`config.mk`:
```
export PLATFORM = sky130hd
export DESIGN_NAME = framed_manchester_transmitter
export DESIGN_NICKNAME = d
export VERILOG_FILES = /design/src/rtl/fmt_pkg.sv /design/src/rtl/fmt_ram.sv /design/src/rtl/fmt_regs.sv /design/src/rtl/fmt_ctrl.sv /design/src/rtl/fmt_datapath.sv /design/src/rtl/framed_manchester_transmitter.sv
export SDC_FILE = /design/constraint.sdc
export NUM_CORES = 1
export LEC_CHECK = 0
export BUFFER_PORTS_ARGS = -buffer_cell sky130_fd_sc_hd__buf_2
export CAP_MARGIN = 30
export CORE_ASPECT_RATIO = 0.5
export CORE_MARGIN = 2
export CORE_UTILIZATION = 60
export CTS_CLUSTER_DIAMETER = 60
export DETAILED_ROUTE_END_ITERATION = 10
export PLACE_DENSITY = 0.83
export SLEW_MARGIN = 5
export SYNTH_ARGS = -nofsm -noshare
export SYNTH_HDL_FRONTEND = slang
export SYNTH_SLANG_ARGS = --single-unit
export TNS_END_PERCENT = 50
```
`constraint.sdc`:
```
create_clock -name aclk -period 11 [get_ports aclk]
set_clock_uncertainty 0.2 [all_clocks]
set_input_delay 1.65 -clock aclk [delete_from_list [all_inputs] [get_ports aclk]]
set_output_delay 1.65 -clock aclk [all_outputs]
set_load 0.005 [all_outputs]
```
`src/rtl/fmt_pkg.sv`:
```
// Shared types and constants for the framed Manchester transmitter.
// Used by every RTL module of the block except fmt_ram; depends on nothing else.
`default_nettype none

package fmt_pkg;

    // Command codes of an input item.
    localparam logic [1:0] CMD_LOAD  = 2'd0;
    localparam logic [1:0] CMD_START = 2'd1;
    localparam logic [1:0] CMD_TICK  = 2'd2;

    // Frame phase codes, also shown on the result channel.
    localparam logic [2:0] PH_IDLE  = 3'd0;
    localparam logic [2:0] PH_PRE   = 3'd1;
    localparam logic [2:0] PH_HDR   = 3'd2;
    localparam logic [2:0] PH_DATA  = 3'd3;
    localparam logic [2:0] PH_GUARD = 3'd4;

    // Configuration register indexes (word addresses).
    localparam logic [1:0] REG_FRAME_BYTES    = 2'd0;
    localparam logic [1:0] REG_PREAMBLE_TICKS = 2'd1;
    localparam logic [1:0] REG_GUARD_TICKS    = 2'd2;

    // Register reset values.
    localparam logic [5:0]  FRAME_BYTES_RST    = 6'd21;
    localparam logic [7:0]  PREAMBLE_TICKS_RST = 8'd32;
    localparam logic [15:0] GUARD_TICKS_RST    = 16'd200;

    // Frame layout.
    localparam int unsigned HDR_BYTES     = 2;
    localparam int unsigned MIN_FRAME     = 3;
    localparam int unsigned BYTE_W        = 8;
    localparam int unsigned IDX_W         = 5;
    localparam int unsigned TICK_W        = 16;

    typedef struct packed {
        logic [5:0]  frame_bytes;
        logic [7:0]  preamble_ticks;
        logic [15:0] guard_ticks;
    } cfg_t;

    typedef struct packed {
        logic capture;  // latch the accepted input item
        logic exec;     // perform the frame step and load the result register
    } ctl_cmd_t;

endpackage

`default_nettype wire

```
`src/rtl/fmt_ram.sv`:
```
// Generic single-port-write, single-port-read RAM with registered read data.
// Standalone; no package dependency.
`default_nettype none

module fmt_ram #(
    parameter int WIDTH = 8,
    parameter int DEPTH = 32
) (
    input  wire logic                     aclk,
    input  wire logic                     we,
    input  wire logic [$clog2(DEPTH)-1:0] waddr,
    input  wire logic [WIDTH-1:0]         wdata,
    input  wire logic [$clog2(DEPTH)-1:0] raddr,
    output logic      [WIDTH-1:0]         rdata
);

    logic [WIDTH-1:0] mem [DEPTH];

    always_ff @(posedge aclk) begin
        if (we) begin
            mem[waddr] <= wdata;
        end
        rdata <= mem[raddr];
    end

endmodule

`default_nettype wire

```
`src/rtl/fmt_regs.sv`:
```
// APB-style configuration registers of the framed Manchester transmitter.
// Depends on fmt_pkg for the register indexes, reset values and cfg_t.
`default_nettype none

module fmt_regs import fmt_pkg::*; (
    input  wire logic        aclk,
    input  wire logic        aresetn,
    input  wire logic        psel,
    input  wire logic        penable,
    input  wire logic        pwrite,
    input  wire logic [3:0]  paddr,
    input  wire logic [31:0] pwdata,
    output logic      [31:0] prdata,
    output logic             pready,
    output cfg_t             cfg
);

    cfg_t       cfg_reg, cfg_next;
    logic       wr_en;
    logic [1:0] reg_idx;

    assign reg_idx = paddr[3:2];
    assign wr_en   = psel && penable && pwrite;
    assign pready  = 1'b1;
    assign cfg     = cfg_reg;

    always_comb begin
        cfg_next = cfg_reg;
        if (wr_en) begin
            unique case (reg_idx)
                REG_FRAME_BYTES:    cfg_next.frame_bytes    = pwdata[5:0];
                REG_PREAMBLE_TICKS: cfg_next.preamble_ticks = pwdata[7:0];
                REG_GUARD_TICKS:    cfg_next.guard_ticks    = pwdata[15:0];
                default:            cfg_next = cfg_reg;
            endcase
        end
    end

    always_comb begin
        unique case (reg_idx)
            REG_FRAME_BYTES:    prdata = {26'd0, cfg_reg.frame_bytes};
            REG_PREAMBLE_TICKS: prdata = {24'd0, cfg_reg.preamble_ticks};
            REG_GUARD_TICKS:    prdata = {16'd0, cfg_reg.guard_ticks};
            default:            prdata = 32'd0;
        endcase
    end

    always_ff @(posedge aclk) begin
        if (!aresetn) begin
            cfg_reg.frame_bytes    <= FRAME_BYTES_RST;
            cfg_reg.preamble_ticks <= PREAMBLE_TICKS_RST;
            cfg_reg.guard_ticks    <= GUARD_TICKS_RST;
        end else begin
            cfg_reg <= cfg_next;
        end
    end

endmodule

`default_nettype wire

```
`src/rtl/fmt_ctrl.sv`:
```
// Handshake controller of the framed Manchester transmitter.
// Depends on fmt_pkg for ctl_cmd_t; drives the datapath by capture and exec.
`default_nettype none

module fmt_ctrl import fmt_pkg::*; (
    input  wire logic aclk,
    input  wire logic aresetn,
    input  wire logic s_valid,
    output logic      s_ready,
    output logic      m_valid,
    input  wire logic m_ready,
    output ctl_cmd_t  cmd
);

    typedef enum logic {
        ST_WAIT,
        ST_EXEC
    } state_t;

    state_t state_reg, state_next;
    logic   out_valid_reg, out_valid_next;
    logic   exec;

    // The step may run only when the result register is free or is being emptied.
    assign exec    = (state_reg == ST_EXEC) && (!out_valid_reg || m_ready);
    assign s_ready = (state_reg == ST_WAIT);
    assign m_valid = out_valid_reg;

    assign cmd.capture = s_valid && s_ready;
    assign cmd.exec    = exec;

    always_comb begin
        state_next = state_reg;
        unique case (state_reg)
            ST_WAIT: if (s_valid) state_next = ST_EXEC;
            ST_EXEC: if (exec) state_next = ST_WAIT;
            default: state_next = ST_WAIT;
        endcase
        priority if (exec) begin
            out_valid_next = 1'b1;
        end else if (m_ready) begin
            out_valid_next = 1'b0;
        end else begin
            out_valid_next = out_valid_reg;
        end
    end

    always_ff @(posedge aclk) begin
        if (!aresetn) begin
            state_reg     <= ST_WAIT;
            out_valid_reg <= 1'b0;
        end else begin
            state_reg     <= state_next;
            out_valid_reg <= out_valid_next;
        end
    end

`ifndef SYNTHESIS
    a_accept_then_exec: assert property (@(posedge aclk) disable iff (!aresetn)
        (s_valid && s_ready) |=> (state_reg == ST_EXEC))
        else $error("accepted item did not enter the step state");

    a_result_from_step: assert property (@(posedge aclk) disable iff (!aresetn)
        $rose(out_valid_reg) |-> $past(exec))
        else $error("result appeared without a step");

    a_no_overwrite: assert property (@(posedge aclk) disable iff (!aresetn)
        (out_valid_reg && !m_ready) |-> !cmd.exec)
        else $error("step would overwrite an untaken result");
`endif

endmodule

`default_nettype wire

```
`src/rtl/fmt_datapath.sv`:
```
// Datapath of the framed Manchester transmitter: item register, frame buffer,
// phase and counters, line level coding and the result register.
// Depends on fmt_pkg and fmt_ram.
`default_nettype none

module fmt_datapath import fmt_pkg::*; #(
    parameter int MAX_FRAME_BYTES = 32
) (
    input  wire logic        aclk,
    input  wire logic        aresetn,
    input  wire ctl_cmd_t    cmd,
    input  wire cfg_t        cfg,
    input  wire logic [1:0]  s_command,
    input  wire logic [4:0]  s_byte_index,
    input  wire logic [7:0]  s_byte_value,
    output logic             m_line_level,
    output logic             m_busy_res,
    output logic             m_frame_done,
    output logic [2:0]       m_phase
);

    localparam int AW  = $clog2(MAX_FRAME_BYTES);
    localparam int CW  = ((AW + 1) > IDX_W) ? (AW + 1) : IDX_W;
    localparam int FBW = ($clog2(MAX_FRAME_BYTES + 1) > 6) ? $clog2(MAX_FRAME_BYTES + 1) : 6;
    localparam int TW  = ((FBW + 4) > TICK_W) ? (FBW + 4) : TICK_W;

    // Item register.
    logic [1:0]        cmd_reg;
    logic [4:0]        idx_reg;
    logic [7:0]        val_reg;

    // Frame state.
    logic [2:0]        phase_reg, phase_next;
    logic [15:0]       tc_reg, tc_next;
    logic [3:0]        bp_reg, bp_next;

    // Buffer access.
    logic              ram_we;
    logic [CW-1:0]     idx_ext;
    logic [AW-1:0]     ram_waddr, ram_raddr;
    logic [7:0]        ram_rdata;

    // Step results.
    logic              level, done;
    logic [2:0]        shown;

    // Frame length and data-phase tick total.
    logic [FBW-1:0]    fb_ext, eff_bytes;
    logic [TW-1:0]     total, tc_wide, tc_inc_wide;
    logic [15:0]       tc_inc, guard_len, guard_cnt;
    logic              data_end;

    assign idx_ext   = CW'(idx_reg);
    assign ram_waddr = idx_ext[AW-1:0];
    assign ram_we    = cmd.exec && (cmd_reg == CMD_LOAD) && (idx_ext < CW'(MAX_FRAME_BYTES));

    // The read address follows the current state, so the RAM registers the byte for the next
    // tick at the edge that accepts the item.
    always_comb begin
        if (phase_reg == PH_HDR) begin
            ram_raddr = AW'(bp_reg[3]);
        end else begin
            ram_raddr = AW'(tc_reg >> 4) + AW'(HDR_BYTES);
        end
    end

    fmt_ram #(
        .WIDTH (BYTE_W),
        .DEPTH (MAX_FRAME_BYTES)
    ) u_store (
        .aclk  (aclk),
        .we    (ram_we),
        .waddr (ram_waddr),
        .wdata (val_reg),
        .raddr (ram_raddr),
        .rdata (ram_rdata)
    );

    always_comb begin
        fb_ext = FBW'(cfg.frame_bytes);
        priority if (fb_ext < FBW'(MIN_FRAME)) begin
            eff_bytes = FBW'(MIN_FRAME);
        end else if (fb_ext > FBW'(MAX_FRAME_BYTES)) begin
            eff_bytes = FBW'(MAX_FRAME_BYTES);
        end else begin
            eff_bytes = fb_ext;
        end
        total       = TW'(eff_bytes - FBW'(HDR_BYTES)) << 4;
        tc_inc      = tc_reg + 16'd1;
        tc_wide     = TW'(tc_reg);
        tc_inc_wide = TW'(tc_inc);
        guard_len   = (cfg.guard_ticks == 16'd0) ? 16'd1 : cfg.guard_ticks;
        data_end    = (phase_reg == PH_DATA) && (tc_wide >= total);
        // A data phase that is already over starts its guard count from zero.
        guard_cnt   = data_end ? 16'd1 : tc_inc;
    end

    always_comb begin
        phase_next = phase_reg;
        tc_next    = tc_reg;
        bp_next    = bp_reg;
        level      = 1'b0;
        done       = 1'b0;
        shown      = phase_reg;
        unique case (cmd_reg)
            CMD_LOAD: begin
                shown = phase_reg;
            end
            CMD_START: begin
                if (phase_reg == PH_IDLE) begin
                    tc_next    = 16'd0;
                    bp_next    = 4'd0;
                    phase_next = (cfg.preamble_ticks == 8'd0) ? PH_HDR : PH_PRE;
                    shown      = phase_next;
                end
            end
            CMD_TICK: begin
                priority if (phase_reg == PH_PRE) begin
                    level = ~tc_reg[0];
                    if (tc_inc >= 16'(cfg.preamble_ticks)) begin
                        phase_next = PH_HDR;
                        tc_next    = 16'd0;
                        bp_next    = 4'd0;
                    end else begin
                        tc_next = tc_inc;
                    end
                end else if (phase_reg == PH_HDR) begin
                    level = ram_rdata[3'd7 - bp_reg[2:0]];
                    if (bp_reg == 4'd15) begin
                        phase_next = PH_DATA;
                        tc_next    = 16'd0;
                        bp_next    = 4'd0;
                    end else begin
                        bp_next = bp_reg + 4'd1;
                    end
                end else if ((phase_reg == PH_DATA) && !data_end) begin
                    // Manchester: a one is high then low, a zero low then high.
                    level = ram_rdata[3'd7 - tc_reg[3:1]] ^ tc_reg[0];
                    if (tc_inc_wide >= total) begin
                        phase_next = PH_GUARD;
                        tc_next    = 16'd0;
                    end else begin
                        tc_next = tc_inc;
                    end
                end else if ((phase_reg == PH_GUARD) || data_end) begin
                    shown = PH_GUARD;
                    if (guard_cnt >= guard_len) begin
                        done       = 1'b1;
                        phase_next = PH_IDLE;
                        tc_next    = 16'd0;
                        bp_next    = 4'd0;
                    end else begin
                        phase_next = PH_GUARD;
                        tc_next    = guard_cnt;
                    end
                end else begin
                    phase_next = PH_IDLE;
                    shown      = PH_IDLE;
                end
            end
            default: begin
                shown = phase_reg;
            end
        endcase
    end

    // Item and result registers carry payload only.
    always_ff @(posedge aclk) begin
        if (cmd.capture) begin
            cmd_reg <= s_command;
            idx_reg <= s_byte_index;
            val_reg <= s_byte_value;
        end
        if (cmd.exec) begin
            m_line_level <= level;
            m_busy_res   <= (shown != PH_IDLE);
            m_frame_done <= done;
            m_phase      <= shown;
        end
    end

    always_ff @(posedge aclk) begin
        if (!aresetn) begin
            phase_reg <= PH_IDLE;
            tc_reg    <= 16'd0;
            bp_reg    <= 4'd0;
        end else if (cmd.exec) begin
            phase_reg <= phase_next;
            tc_reg    <= tc_next;
            bp_reg    <= bp_next;
        end
    end

`ifndef SYNTHESIS
    a_bp_only_in_header: assert property (@(posedge aclk) disable iff (!aresetn)
        (phase_reg != PH_HDR) |-> (bp_reg == 4'd0))
        else $error("header bit counter nonzero outside the header");

    a_tc_clear: assert property (@(posedge aclk) disable iff (!aresetn)
        ((phase_reg == PH_IDLE) || (phase_reg == PH_HDR)) |-> (tc_reg == 16'd0))
        else $error("tick counter nonzero in idle or header");

    a_done_in_guard: assert property (@(posedge aclk) disable iff (!aresetn)
        cmd.exec |=> (!m_frame_done || ((m_phase == PH_GUARD) && (phase_reg == PH_IDLE))))
        else $error("frame done flagged outside the final guard tick");
`endif

endmodule

`default_nettype wire

```
`src/rtl/framed_manchester_transmitter.sv`:
```
// Top level of the framed Manchester transmitter: configuration port,
// controller and datapath. Depends on fmt_pkg, fmt_regs, fmt_ctrl, fmt_datapath.
`default_nettype none

// Radio frame serializer driven by items. A load item writes one byte of the frame buffer,
// a start item begins a frame, and every tick item yields one line level. A frame is a
// preamble of alternating ticks (high first), 16 header bits from buffer bytes 0 and 1 sent
// NRZ MSB first, the remaining bytes Manchester coded MSB first at two ticks per bit, and a
// run of low guard ticks, the last of which flags frame_done. Every item, of any command,
// returns exactly one result item. A result is registered by the step of its item, and that
// step may wait on the output register. The frame buffer is read at the accepting edge from
// the state that the previous step left, so the controller returns to its wait state after
// each step and takes no item while one waits for its step. The next item is accepted while a
// result still waits on the output register; its step then waits until that result is
// taken. Buffer bytes are undefined until loaded and there is no clearing pass after reset.
// Registers sit at byte addresses 0 (frame_bytes), 4 (preamble_ticks) and 8 (guard_ticks)
// and are to be written only while no item is in flight; a change in the middle of a frame
// takes effect at the next tick.
module framed_manchester_transmitter import fmt_pkg::*; #(
    parameter int MAX_FRAME_BYTES = 32
) (
    input  wire logic        aclk,
    input  wire logic        aresetn,

    input  wire logic        s_valid,
    output logic             s_ready,
    input  wire logic [1:0]  s_command,
    input  wire logic [4:0]  s_byte_index,
    input  wire logic [7:0]  s_byte_value,

    output logic             m_valid,
    input  wire logic        m_ready,
    output logic             m_line_level,
    output logic             m_busy_res,
    output logic             m_frame_done,
    output logic [2:0]       m_phase,

    input  wire logic        psel,
    input  wire logic        penable,
    input  wire logic        pwrite,
    input  wire logic [3:0]  paddr,
    input  wire logic [31:0] pwdata,
    output logic      [31:0] prdata,
    output logic             pready
);

    cfg_t     cfg;
    ctl_cmd_t cmd;

    // Configuration registers; the datapath sees their values directly.
    fmt_regs u_regs (
        .aclk    (aclk),
        .aresetn (aresetn),
        .psel    (psel),
        .penable (penable),
        .pwrite  (pwrite),
        .paddr   (paddr),
        .pwdata  (pwdata),
        .prdata  (prdata),
        .pready  (pready),
        .cfg     (cfg)
    );

    // The controller owns both handshakes and the result valid flag.
    fmt_ctrl u_ctrl (
        .aclk    (aclk),
        .aresetn (aresetn),
        .s_valid (s_valid),
        .s_ready (s_ready),
        .m_valid (m_valid),
        .m_ready (m_ready),
        .cmd     (cmd)
    );

    // The datapath holds the frame buffer, phase, counters and result payload.
    fmt_datapath #(
        .MAX_FRAME_BYTES (MAX_FRAME_BYTES)
    ) u_datapath (
        .aclk         (aclk),
        .aresetn      (aresetn),
        .cmd          (cmd),
        .cfg          (cfg),
        .s_command    (s_command),
        .s_byte_index (s_byte_index),
        .s_byte_value (s_byte_value),
        .m_line_level (m_line_level),
        .m_busy_res   (m_busy_res),
        .m_frame_done (m_frame_done),
        .m_phase      (m_phase)
    );

endmodule

`default_nettype wire
```
# Word-level counts from Yosys, hierarchy flattened
# Memories as Yosys holds them, arrays and structs flattened. A register that Yosys moved wholly into a read port is not among the register bits.
# Index checks and enable logic that the tools add are counted.
# classes
add_sub_neg,6
order_cmp,9
eq_ne,17
n_mux,56
bitwise,5
reduce_logical,27
# ops
cell,n
$mux 16,11
$ge 16x16->1,3
$pmux 16 s3,1
$mux 3,13
$mux 4,8
$pmux 16 s2,1
$add 16x1->16 const B,1
$ge 16x8->1,1
$logic_not 16->1,1
$mux 1,12
$mux 6,2
$pmux 3 s2,2
$reduce_and 5->1,2
$logic_and 1x1->1,8
$logic_not 8->1,1
$lt 3x4->1 const B,2
$ne 4x1->1 const B,2
$pmux 4 s2,1
$reduce_and 7->1,1
$sub 6x2->7 const B,1
$bmux 1 s3,2
$eq 3x2->1 const B,2
$gt 6x6->1 const B,1
$lt 5x6->1 const B,1
28 further kinds,40
# totals
ff_bits,76
mem_bits_rw,256
inputBits,58
output_inout_bits,41
word_cells,136
mem_count,1
# memory_table
memory,depth,word_bits,read_ports,rd_ports_with_merged_regs,wr,line_no,text
u_datapath.u_store.mem,32,8,1,1,1,fmt_ram.sv:17,logic [WIDTH-1:0] mem [DEPTH];

# Longest topological paths before layout
# Gate-level depths: netlist of the first run.
# logic_depth
ltp_word,14
ltp_mapped,22
ltp_nobuf,20

# Modules after synthesis
# From an unflattened synthesis of the first run, not the netlist that was laid out.
# unflattened
hier_cells,1054
area_unflattened_um2,15622.5
# by_module_without_submodules
module,instances,cells_each,area_each_um2,seq_area_each_um2
fmt_ram,1,417,10053.4,7847.5
fmt_datapath,1,447,3921.3,1091.0
fmt_regs,1,180,1537.7,600.6
fmt_ctrl,1,10,110.1,40.0

# Worst setup path before layout of the first run
# No wires, ideal clock.
# synth_path
path_type,register -> register
startpoint,"register u_regs.cfg_reg, in the netlist u_regs.cfg[26]"
endpoint,register u_datapath.bp_reg[2]
setup_time_ns,0.115
t_arrival_ns,4.395
t_required_ns,10.685
path_slack_ns,6.291
path_stages_with_launch,23
n_path_buf,2
period_less_slack_ns,4.709
cell_sequence,dfxtp_1 -> nor3_1 -> nor2_1 -> nor2_1 -> inv_1 -> ha_1 -> xnor2_1 -> ha_1 -> o21a_1 -> o21ai_0 -> a2111o_1 -> a31oi_4 -> clkbuf_1 -> nor2_1 -> ha_1 -> nand2_1 -> nor2_1 -> o211ai_1 -> o21ai_1 -> nor2_1 -> or4b_1 -> buf_2 -> o21a_1
# synth_via
elab_chain_cells,10
word_cells_on_any_way,16
classes_between,1 x add/sub; 4 x order compare; 3 x eq/ne; 3 x mux; 5 x reduce/logical
# synth_lines
element,line_no,text
from (decl),fmt_regs.sv:18,"cfg_t cfg_reg, cfg_next;"
from (signal assigned),fmt_regs.sv:54,cfg_reg <= cfg_next;
$gt 6x6->1,fmt_datapath.sv:83,end else if (fb_ext > FBW'(MAX_FRAME_BYTES)) begin
$mux 6,fmt_datapath.sv:83,
$mux 6 *,fmt_datapath.sv:81,priority if (fb_ext < FBW'(MIN_FRAME)) begin
$sub 6x2->7 *,fmt_datapath.sv:88,total = TW'(eff_bytes - FBW'(HDR_BYTES)) << 4;
$ge 16x16->1 *,fmt_datapath.sv:93,data_end = (phase_reg == PH_DATA) && (tc_wide >= total);
$logic_and 1x1->1 *,fmt_datapath.sv:93,
$mux 16 / $logic_not 1->1 (equally long branches),"fmt_datapath.sv:95, fmt_datapath.sv:136",
$ge 16x16->1 / $logic_and 1x1->1 (equally long branches),"fmt_datapath.sv:147, fmt_datapath.sv:136",
$ne 4x1->1 (no line) / $ne 4x2->1 (equally long branches),n/a,
$reduce_and 7->1 (no line) *,n/a,
to (signal assigned),fmt_datapath.sv:190,bp_reg <= bp_next;
to (decl),fmt_datapath.sv:35,"logic [3:0] bp_reg, bp_next;"
# Mark *: on every way between the ends. The rest lies on a longest branch, timed or not.
# A chain may end at the register's enable or synchronous reset.

# Worst setup path after layout of the first run
# layout_path
startpoint,"register u_regs.cfg_reg, in the netlist u_regs.cfg[27]"
endpoint,register u_datapath.tc_reg[4]
# layout_via
elab_chain_cells,14
word_cells_on_any_way,22
classes_between,1 x add/sub; 5 x order compare; 1 x eq/ne; 10 x mux; 5 x reduce/logical
# layout_lines
element,line_no,text
$gt 6x6->1,fmt_datapath.sv:83,
$mux 6,fmt_datapath.sv:83,
$mux 6 *,fmt_datapath.sv:81,
$sub 6x2->7 *,fmt_datapath.sv:88,
$ge 16x16->1,fmt_datapath.sv:93,
$logic_and 1x1->1,fmt_datapath.sv:93,
$mux 16,fmt_datapath.sv:95,guard_cnt = data_end ? 16'd1 : tc_inc;
$ge 16x16->1,fmt_datapath.sv:147,if (guard_cnt >= guard_len) begin
$mux 16,fmt_datapath.sv:147,
$mux 16,fmt_datapath.sv:145,end else if ((phase_reg == PH_GUARD) || data_end) begin
$mux 16,fmt_datapath.sv:136,end else if ((phase_reg == PH_DATA) && !data_end) begin
$mux 16,fmt_datapath.sv:127,end else if (phase_reg == PH_HDR) begin
$mux 16,fmt_datapath.sv:118,priority if (phase_reg == PH_PRE) begin
$pmux 16 s2,fmt_datapath.sv:105,unique case (cmd_reg)
to (signal assigned),fmt_datapath.sv:189,tc_reg <= tc_next;
to (decl),fmt_datapath.sv:34,"logic [15:0] tc_reg, tc_next;"
# Mark *: on every way between the ends. The rest lies on a longest branch, timed or not. The select of a mux whose other input is x is not followed.

==> results of run 1 <==
logic make-up (layout without fill, tap and decap cells):
| group | Yosys count | after routing | share of synthesized area |
|---|---|---|---|
| AO/OA/AOI/OAI | 172 | 172 | 0.07499 |
| other | 2 | 29 | 0.0004703 |
| AND/OR/NAND/NOR | 618 | 618 | 0.1767 |
| adder cells (fa/ha/maj) | 54 | 54 | 0.04231 |
| multiplexers | 86 | 86 | 0.05728 |
| XOR/XNOR | 17 | 17 | 0.009324 |
| buffers and inverters | 144 | 187 | 0.03902 |
| flip-flops | 340 | 340 | 0.5999 |
worst max-delay path: stages, from the launching register on:
cell and delay [ns]:
dfxtp_1 0.37, nor3_1 0.24, nor2_1 0.06, nor2_1 0.22
inv_1 0.08, ha_1 0.22, xnor2_1 0.17, ha_1 0.30
o21a_1 0.11, o21ai_0 0.07, a2111o_1 0.47, a31oi_4 0.44
nor2_1 0.12, ha_1 0.31, nand2_1 0.06, nor2_1 0.14
o211ai_1 0.10, o21ai_1 0.60, nor2_1 0.16, nor3_1 0.62
o41ai_1 0.19
metrics by stage:
step	power [µW]	instance area, µm²	util	instances
3_5_place_dp	1541	16580	0.6309	1796
3_3_place_gp	1532	16480	0.6274	1790
2_1_floorplan	1501	16070	-	1460
5_1_grt	2616	17610	0.6703	1855
4_1_cts	2548	17510	0.6665	1850
6_report	2548	17610	0.6703	1855
final cells by class:
cell class,count,share of cell area
clock buffer,35,0.04248
multi-input combinational,976,0.3347
tap,352,0.02501
timing repair buffer,83,0.03261
inverter,50,0.01066
clock inverter,19,0.01066
sequential,340,0.5439
final timing paths:
path | cells after the start | end | slack (ns)
max | 20 | u_datapath.tc_reg[4] | 5.58
min | 2 | u_regs.cfg[11] | 0.30
max reg2reg | 20 | u_datapath.tc_reg[4] | 5.58
min reg2reg | 2 | u_regs.cfg[11] | 0.30
where the power goes:
group / total (µW) / internal, µW / switching (µW)
clock: 1030 / 559 / 470
combinational: 100 / 35.5 / 65.0
sequential: 1420 / 1400 / 16.2
per-layer routing:
metal | GRT usage | part of all wire | up-vias
li1 | - | - | 5251
met1 | 0.3554 | 0.40 | 5496
met2 | 0.4318 | 0.47 | 640
met3 | 0.05540 | 0.094 | 98
met4 | 0.1123 | 0.039 | 0
met5 | 0 | 0 | -
synthesized netlist by cell type (all sizes together) (11+ instances only):
library cell | n | area (µm²)
edfxtp | 277 | 8318
nand2 | 271 | 1017
nand3 | 150 | 750.7
nor2 | 83 | 311.6
mux2i | 79 | 790.8
dfxtp | 63 | 1261
ha | 54 | 675.7
clkbuf | 52 | 195.2
inv | 50 | 187.7
buf | 42 | 240.2
a21oi | 38 | 190.2
o21ai | 34 | 170.2
nor3 | 19 | 95.09
a211oi | 18 | 135.1
a311oi | 17 | 148.9
and2 | 13 | 81.33
nor2b | 12 | 75.07
nor3b | 12 | 95.09
nand4 | 11 | 68.82
xnor2 | 11 | 96.34
==> impl_metrics.py, run 1 <==
metrics = {
    "outcome": {
        "status": "completed",
    },
    "sta": {
        "setup_viol_count_final": 0,
        "worst_pin_slew_ns": 0.9698,
        "fin_ws_ns": 5.577,
        "grt_setup_unrepaired": "false",
        "fmax_mhz": 184.4,
        "finalMaxSlewViolations": 0,
        "hold_viol": 0,
        "timing.hold.ws_ns": 0.2977,
        "timing.setup.tns_ns": 0,
        "finalCritPeriodShare": 0.4930,
        "slew_headroom": 0.3521,
        "fin_crit_ns": 5.423,
    },
    "clock_network": {
        "tritoncts": "built",
        "cts.sink_count": 340,
        "cts_resized": 0,
        "numCtsBuffers": 29,
        "cts_root_buffer": "clkbuf_16",
        "hold_buffers": 0,
        "clk_pin_slew_ns": 0.07,
        "cts_setup_buffers": 0,
        "clockBufferDepth": 3,
        "worstSkewPairLatency_ns": 0.58,
        "htree_levels": 1,
    },
    "finish": {
        "largest_register_ffs": 256,
        "layout_common_cells": "edfxtp_1 (277), nand2_1 (271), nand3_1 (150)",
        "layout.nets": 1592,
        "final-seq-area_um2": 9579,
        "drive_gt1_frac": 0.09980,
        "final_common_cell": "edfxtp_1",
        "antenna_cells": 0,
        "multi_input_area_um2": 5894,
        "area_growth_pct": 10.30,
        "fillers": 1841,
    },
    "placement": {
        "hpwl_mm": 25.12,
        "gp_congestion": 0.9290,
        "port-buffer-count": 63,
        "preCtsSetupSlack_ns": 5.666,
    },
    "global_route": {
        "grt_overflow_total": 0,
        "grtUsageTotal": 0.2672,
        "grt_pass1_wl_mm": 58.80,
        "grt_pass1_vias": 10988,
        "grt_max_degree": 89,
        "antenna_found_initial": 0,
    },
    "floorplanning": {
        "coreArea_um2": 26280,
        "start_util": 0.6077,
        "dieArea_um2": 28010,
        "dieHeight_um": 119.4,
        "die_w_um": 234.7,
        "rows": 42,
        "pin_count": 99,
    },
    "synthesis": {
        "synth_ff_type": "edfxtp_1",
        "synthDistinctLibCells": 65,
        "synth-seq-cells": 340,
        "async_flop_share": 0,
        "syn_area_um2": 15970,
        "synth_edf_count": 277,
        "synth_area_per_cell_um2": 11.14,
        "netlist_instances": 1433,
        "yosys_warnings": 0,
        "ys_seq_area_frac": 0.5999,
    },
    "critical_path": {
        "cp.required_ns": 11.24,
        "criticalPathCategory": "flip-flop to flip-flop",
        "critical_path.endpoint_type": "flip-flop",
        "worst_ep_arrival_time_ns": 5.66,
        "crit_start": "u_regs.cfg[27]",
        "critPathLaunchType": "flip-flop",
        "crit_fanout": 17,
        "reg2reg_from": "u_regs.cfg[27]",
    },
    "route": {
        "wire_per_inst_um": 20.40,
        "wirelength_mm": 37.83,
        "drc_errors": 0,
        "drt-initial-drc-count": 1301,
        "first_pass_iters": 7,
        "route.vias.total": 11485,
        "drtAntennaViolNets": 0,
        "vias_per_cell": 6.191,
    },
    "worst_hold_path": {
        "hp-class": "flip-flop to flip-flop",
        "hold_start": "u_regs.cfg[11]",
    },
    "power_and_ir_drop": {
        "p_per_area_nw_per_um2": 144.7,
        "power_leakage_uw": 0.006851,
        "vdd_drop_max_mv": 0.1232,
    },
    "job": {
        "max-cap-violations": 0,
    },
}
Note: power is estimated with default switching activity, not from simulation.
==> inputs of run 2 (changes only) <==
ABC_AREA = 1   (was default)
clock period = 5.7 ns   (was 11 ns; I/O delays follow)
==> run 2 against run 1 <==
Compared with the run above: synthesized cell count rose by 8.0%; global-route usage fell by 0.29 points; non-clock buffer count fell by 5; largest cell class unchanged; critical endpoint is now u_datapath.tc_reg[11]; die area rose by 0.21%; clock power rose by 90%.
==> impl_metrics.py, run 2 <==
metrics = {
    "global_route": {
        "grt_pass1_vias": 11083,
        "grt_max_degree": 89,
        "grt_pass1_wl_mm": 58.81,
        "grt_overflow_total": 0,
        "grtUsageTotal": 0.2644,
        "antenna_found_initial": 0,
    },
    "outcome": {
        "status": "completed",
    },
    "clock_network": {
        "htree_levels": 1,
        "tritoncts": "built",
        "worstSkewPairLatency_ns": 0.57,
        "cts_resized": 0,
        "cts.sink_count": 340,
        "numCtsBuffers": 29,
        "clockBufferDepth": 3,
        "cts_setup_buffers": 0,
        "hold_buffers": 0,
        "cts_root_buffer": "clkbuf_16",
        "clk_pin_slew_ns": 0.07,
    },
    "critical_path": {
        "cp.required_ns": 5.99,
        "crit_fanout": 15,
        "criticalPathCategory": "flip-flop to flip-flop",
        "worst-r2r-setup-slack_ns": 0.55,
        "worst_ep_arrival_time_ns": 5.44,
        "critPathLaunchType": "flip-flop",
        "critical_path.endpoint_type": "flip-flop",
    },
    "route": {
        "drtAntennaViolNets": 0,
        "first_pass_iters": 6,
        "drt-initial-drc-count": 1521,
        "drc_errors": 0,
        "wire_per_inst_um": 19.12,
        "wirelength_mm": 37.56,
        "vias_per_cell": 6.080,
        "route.vias.total": 11941,
    },
    "finish": {
        "drive_gt1_frac": 0.09491,
        "antenna_cells": 0,
        "area_growth_pct": 9.680,
        "final_common_cell": "nor2_1",
        "layoutNonFillerInstCount": 1964,
        "fillers": 1901,
        "fin_area_um2": 17550,
        "finish.utilization": 0.6666,
        "layout_common_cells": "nor2_1 (288), edfxtp_1 (277), nand2_1 (160)",
        "largest_register_ffs": 256,
        "multi_input_area_um2": 5594,
        "layout.nets": 1706,
        "final-seq-area_um2": 9579,
    },
    "synthesis": {
        "synth-seq-cells": 340,
        "synthDistinctLibCells": 52,
        "yosysMostFrequentCell": "nor2_1",
        "async_flop_share": 0,
        "syn_area_um2": 16000,
        "yosys_warnings": 0,
        "synth_edf_count": 277,
        "synth_ff_type": "edfxtp_1",
        "ys_seq_area_frac": 0.5986,
        "yosys-top-cells-count": "nor2_1 (289), edfxtp_1 (277), nand2_1 (160), o21ai_0 (121), inv_1 (118)",
        "netlist_instances": 1548,
        "synth_area_per_cell_um2": 10.34,
        "yosys.area.top_type": "edfxtp_1",
        "synth_area_leaders": "edfxtp_1 (52%), dfxtp_1 (7.9%), nor2_1 (6.8%)",
        "yosysTopAreaCellShare": 0.5198,
    },
    "placement": {
        "placed_cell_area_um2": 16480,
        "gp_congestion": 0.9062,
        "dp.cells": 1908,
        "hpwl_mm": 24.74,
        "port-buffer-count": 63,
        "preCtsSetupSlack_ns": 0.7253,
    },
    "sta": {
        "fin_ws_ns": 0.5506,
        "worst_pin_slew_ns": 0.9614,
        "finalCritPeriodShare": 0.9034,
        "setup_viol_count_final": 0,
        "grt_setup_unrepaired": "false",
        "hold_viol": 0,
        "slew_headroom": 0.3576,
        "finalMaxSlewViolations": 0,
        "timing.setup.tns_ns": 0,
        "fmax_mhz": 194.2,
        "fin_crit_ns": 5.149,
    },
    "floorplanning": {
        "dieArea_um2": 28070,
        "pin_count": 99,
        "rows": 42,
        "die_w_um": 235.0,
        "coreArea_um2": 26330,
        "dieHeight_um": 119.5,
        "start_util": 0.6078,
    },
    "worst_hold_path": {
        "hp-class": "primary input to flip-flop",
    },
    "job": {
        "max-cap-violations": 0,
    },
    "power_and_ir_drop": {
        "p_per_area_nw_per_um2": 302.5,
        "vdd_drop_max_mv": 0.2482,
        "power_leakage_uw": 0.006475,
    },
}
==> run 2: area by class of cell <==
type	instances	area share
clock buffers	33	0.04220
clock inverters	16	0.01019
inverters	124	0.02659
multi-input cells	1021	0.3187
flip-flops and latches	340	0.5458
well taps	352	0.02509
repair buffers	78	0.03137
==> run 2: metal layers <==
layer  GRT usage  up-vias  part of all wire
li1            -     5563                 -
met1      0.3710     5712              0.42
met2      0.4344      580              0.47
met3     0.04242       86             0.083
met4     0.06764        0             0.025
met5           0        -                 0
==> run 2: final timing paths <==
kind                  startpoint               endpoint  depth (start not counted)
hold reg to reg   u_ctrl.m_valid         u_ctrl.m_valid                          2
setup / recovery  u_regs.cfg[29]  u_datapath.tc_reg[11]                         26
setup reg to reg  u_regs.cfg[29]  u_datapath.tc_reg[11]                         26
hold / removal      s_command[0]  u_datapath.cmd_reg[0]                          1
==> run 2: cells by family after synthesis <==
kind of cell / count (synthesis) / synth area share
AOI/OAI and AO/OA: 367 / 0.1477
other: 2 / 0.0004693
xor gates and xnor gates: 12 / 0.006568
DFF: 340 / 0.5986
buffers and inverters: 214 / 0.05903
and+or+nand+nor: 559 / 0.1454
adders and majority gates: 54 / 0.04222
==> run 2: power by group <==
group          leakage (µW)  switching, µW  internal, µW
Combinational       0.00302            386           183
Clock              0.000437            889          1070
Sequential          0.00302           48.9          2730
Total               0.00647           1320          3990
==> run 2: worst max-delay path: stages (launching register included) <==
cell	delay, ns
dfxtp_1	0.41
inv_1	0.15
o2111ai_1	0.14
o21ai_0	0.23
inv_1	0.13
ha_1	0.22
inv_1	0.05
o21ai_0	0.33
nand2_2	0.12
a21oi_1	0.14
nand3_1	0.11
nand2_1	0.09
inv_2	0.04
nand2_1	0.07
nand2_2	0.11
inv_2	0.27
nor2_1	0.14
ha_1	0.34
a21oi_1	0.16
o21ai_0	0.09
a21oi_1	0.14
nand3_1	0.25
nor2_2	0.56
nand2_1	0.11
o21ai_0	0.17
nand3_1	0.13
a21oi_1	0.15
==> run 2: per-stage QoR <==
step                      power (µW)  hold WS [ns]
after floorplan                 3206        0.2612
after global placement          3348        0.2816
after detailed placement        3374        0.2908
after CTS                       5298        0.2442
after global routing            5490        0.2417
final                           5309        0.2592
==> inputs of run 3 (changes only) <==
RECOVER_POWER = 100   (was default)
==> run 3 against run 2 <==
Compared with the run above: the flow now finishes with violations (capacitance limit, slew limit); power decreased by 0.26%; worst hold slack about the same; core utilization decreased by 0.75 points; die area unchanged; routed wire length about the same; final cell count unchanged; via count decreased by 0.33%; clock power about the same; non-clock buffer count unchanged; global-route usage unchanged; combinational power decreased by 3%; largest cell class unchanged.
==> impl_metrics.py, run 3 (synthesis gave the netlist of run 2 again) <==
metrics = {
    "outcome": {
        "status": "complete, but fails checks",
        "violations": "capacitance limit, slew limit",
    },
    "critical_path": {
        "criticalPathCategory": "flip-flop to flip-flop",
        "cp_top_family": "buffers and inverters",
        "crit_fanout": 56,
        "path_cells": "nor2_1 -> nand2_1 -> nand2_1 -> o21ai_2 -> buf_12 -> inv_2 -> clkbuf_1 -> nor2_1 -> o32ai_1 -> o211ai_1 -> nand2_1 -> nor2_1 -> a31oi_1",
        "critPathLaunchType": "flip-flop",
        "cp_slowest_cell": "clkbuf_1",
        "critical_path.endpoint_type": "flip-flop",
        "reg2reg_from": "u_datapath.phase_reg[2]",
        "cp.required_ns": 5.99,
        "timing.rr.end": "u_datapath.u_store.rdata[7]",
        "r2r_cells": 13,
        "crit_start": "u_datapath.phase_reg[2]",
        "cpPeakStageDelay_ns": 1.87,
        "path_buf_inv": 3,
        "worst_ep_arrival_time_ns": 5.49,
        "worst-r2r-setup-slack_ns": 0.50,
    },
    "sta": {
        "hold_viol": 0,
        "fmax_mhz": 192.5,
        "fin_crit_ns": 5.196,
        "finalCritPeriodShare": 0.9115,
        "finalMaxSlewViolations": 105,
        "worst_pin_slew_ns": 2.553,
        "fin_ws_ns": 0.5042,
        "timing.setup.tns_ns": 0,
        "slew_headroom": -0.7020,
        "grt_setup_unrepaired": "false",
        "timing.hold.ws_ns": 0.2588,
        "setup_viol_count_final": 0,
    },
    "placement": {
        "placed_cell_area_um2": 16480,
        "preCtsSetupSlack_ns": 0.7253,
        "port-buffer-count": 63,
        "gp_congestion": 0.9062,
        "hpwl_mm": 24.74,
    },
    "route": {
        "first_pass_iters": 6,
        "drt-initial-drc-count": 1616,
        "vias_per_cell": 6.060,
        "route.vias.total": 11902,
        "wirelength_mm": 37.54,
        "wire_per_inst_um": 19.11,
        "drtAntennaViolNets": 0,
        "drc_errors": 0,
    },
    "global_route": {
        "grt_use_met3": 0.04242,
        "antenna_found_initial": 0,
        "grtUsageTotal": 0.2644,
        "grt_pass1_vias": 11083,
        "met1_usage": 0.3710,
        "grt_max_degree": 89,
        "grt_pass1_wl_mm": 58.81,
        "grt.busiest_layer": "met2",
        "grt_overflow_total": 0,
        "gr-usage-met2": 0.4344,
    },
    "power_and_ir_drop": {
        "p_int_uw": 3975,
        "combPwrFrac": 0.105,
        "clkPwrFrac": 0.371,
        "vdd_drop_max_mv": 0.2497,
        "p_sw_uw": 1320,
        "power_leakage_uw": 0.006339,
        "pwr-share-seq": 0.525,
        "p_per_area_nw_per_um2": 305.1,
        "sw_frac_of_total": 0.2493,
    },
    "clock_network": {
        "clockBufferDepth": 3,
        "clk_pin_slew_ns": 0.07,
        "cts_resized": 0,
        "worstSkewPairLatency_ns": 0.57,
        "hold_buffers": 0,
        "cts_root_buffer": "clkbuf_16",
        "tritoncts": "built",
        "htree_levels": 1,
        "cts_setup_buffers": 0,
        "cts.sink_count": 340,
        "numCtsBuffers": 29,
    },
    "floorplanning": {
        "die_w_um": 235.0,
        "pin_count": 99,
        "rows": 42,
        "dieHeight_um": 119.5,
        "coreArea_um2": 26330,
        "start_util": 0.6078,
        "dieArea_um2": 28070,
    },
    "finish": {
        "area_growth_pct": 8.452,
        "layout.nets": 1706,
        "drive_gt1_frac": 0.07444,
        "antenna_cells": 0,
        "fin_area_um2": 17350,
        "finish.utilization": 0.6592,
        "final_common_cell": "nor2_1",
        "largest_register_ffs": 256,
        "layout_common_cells": "nor2_1 (289), edfxtp_1 (277), nand2_1 (163)",
    },
    "worst_hold_path": {
        "min_to": "u_datapath.idx_reg[2]",
        "hold_path_depth": 1,
        "hp-class": "primary input to flip-flop",
        "hold_start": "s_byte_index[2]",
    },
    "job": {
        "max-cap-violations": 2,
    },
}
## run 3: metal layers
metal,part of all wire,routed length (µm)
met1,0.41,15490
met2,0.48,17860
met3,0.089,3349
met4,0.022,838
met5,0,0
## run 3: worst max path at each step
stage,endpoint,slack (ns),cells past startpoint
2_1_floorplan,u_datapath.tc_reg[6],1.89,30
3_3_place_gp,u_datapath.tc_reg[13],0.87,27
3_5_place_dp,u_datapath.tc_reg[11],0.73,26
4_1_cts,u_datapath.tc_reg[13],0.69,26
5_1_grt,u_datapath.tc_reg[14],0.10,26
6_report,u_datapath.u_store.rdata[7],0.50,13
## run 3: cell type report
| class | instances | area [µm²] |
|---|---|---|
| multi-input combinational | 1021 | 5553 |
| timing repair buffer | 78 | 396.6 |
| inverter | 124 | 465.4 |
| clock buffer | 33 | 740.7 |
| sequential | 340 | 9579 |
| tap | 352 | 440.4 |
| clock inverter | 16 | 178.9 |
| fill | 1938 | 8974 |
## run 3: power by group through the flow
| stage | Sequential [µW] | Combinational (µW) | Clock, µW |
|---|---|---|---|
| floorplan | 2820 | 387 | 0 |
| global placement | 2850 | 501 | 0 |
| detailed placement | 2850 | 526 | 0 |
| CTS | 2790 | 531 | 1970 |
| global route | 2780 | 614 | 2080 |
| finish | 2780 | 554 | 1960 |
## run 3: per-stage QoR
stage | power, µW | instances
global placement | 3348 | 1906
detailed placement | 3374 | 1908
finish | 5295 | 1964
floorplan | 3206 | 1575
global route | 5477 | 1964
CTS | 5298 | 1957
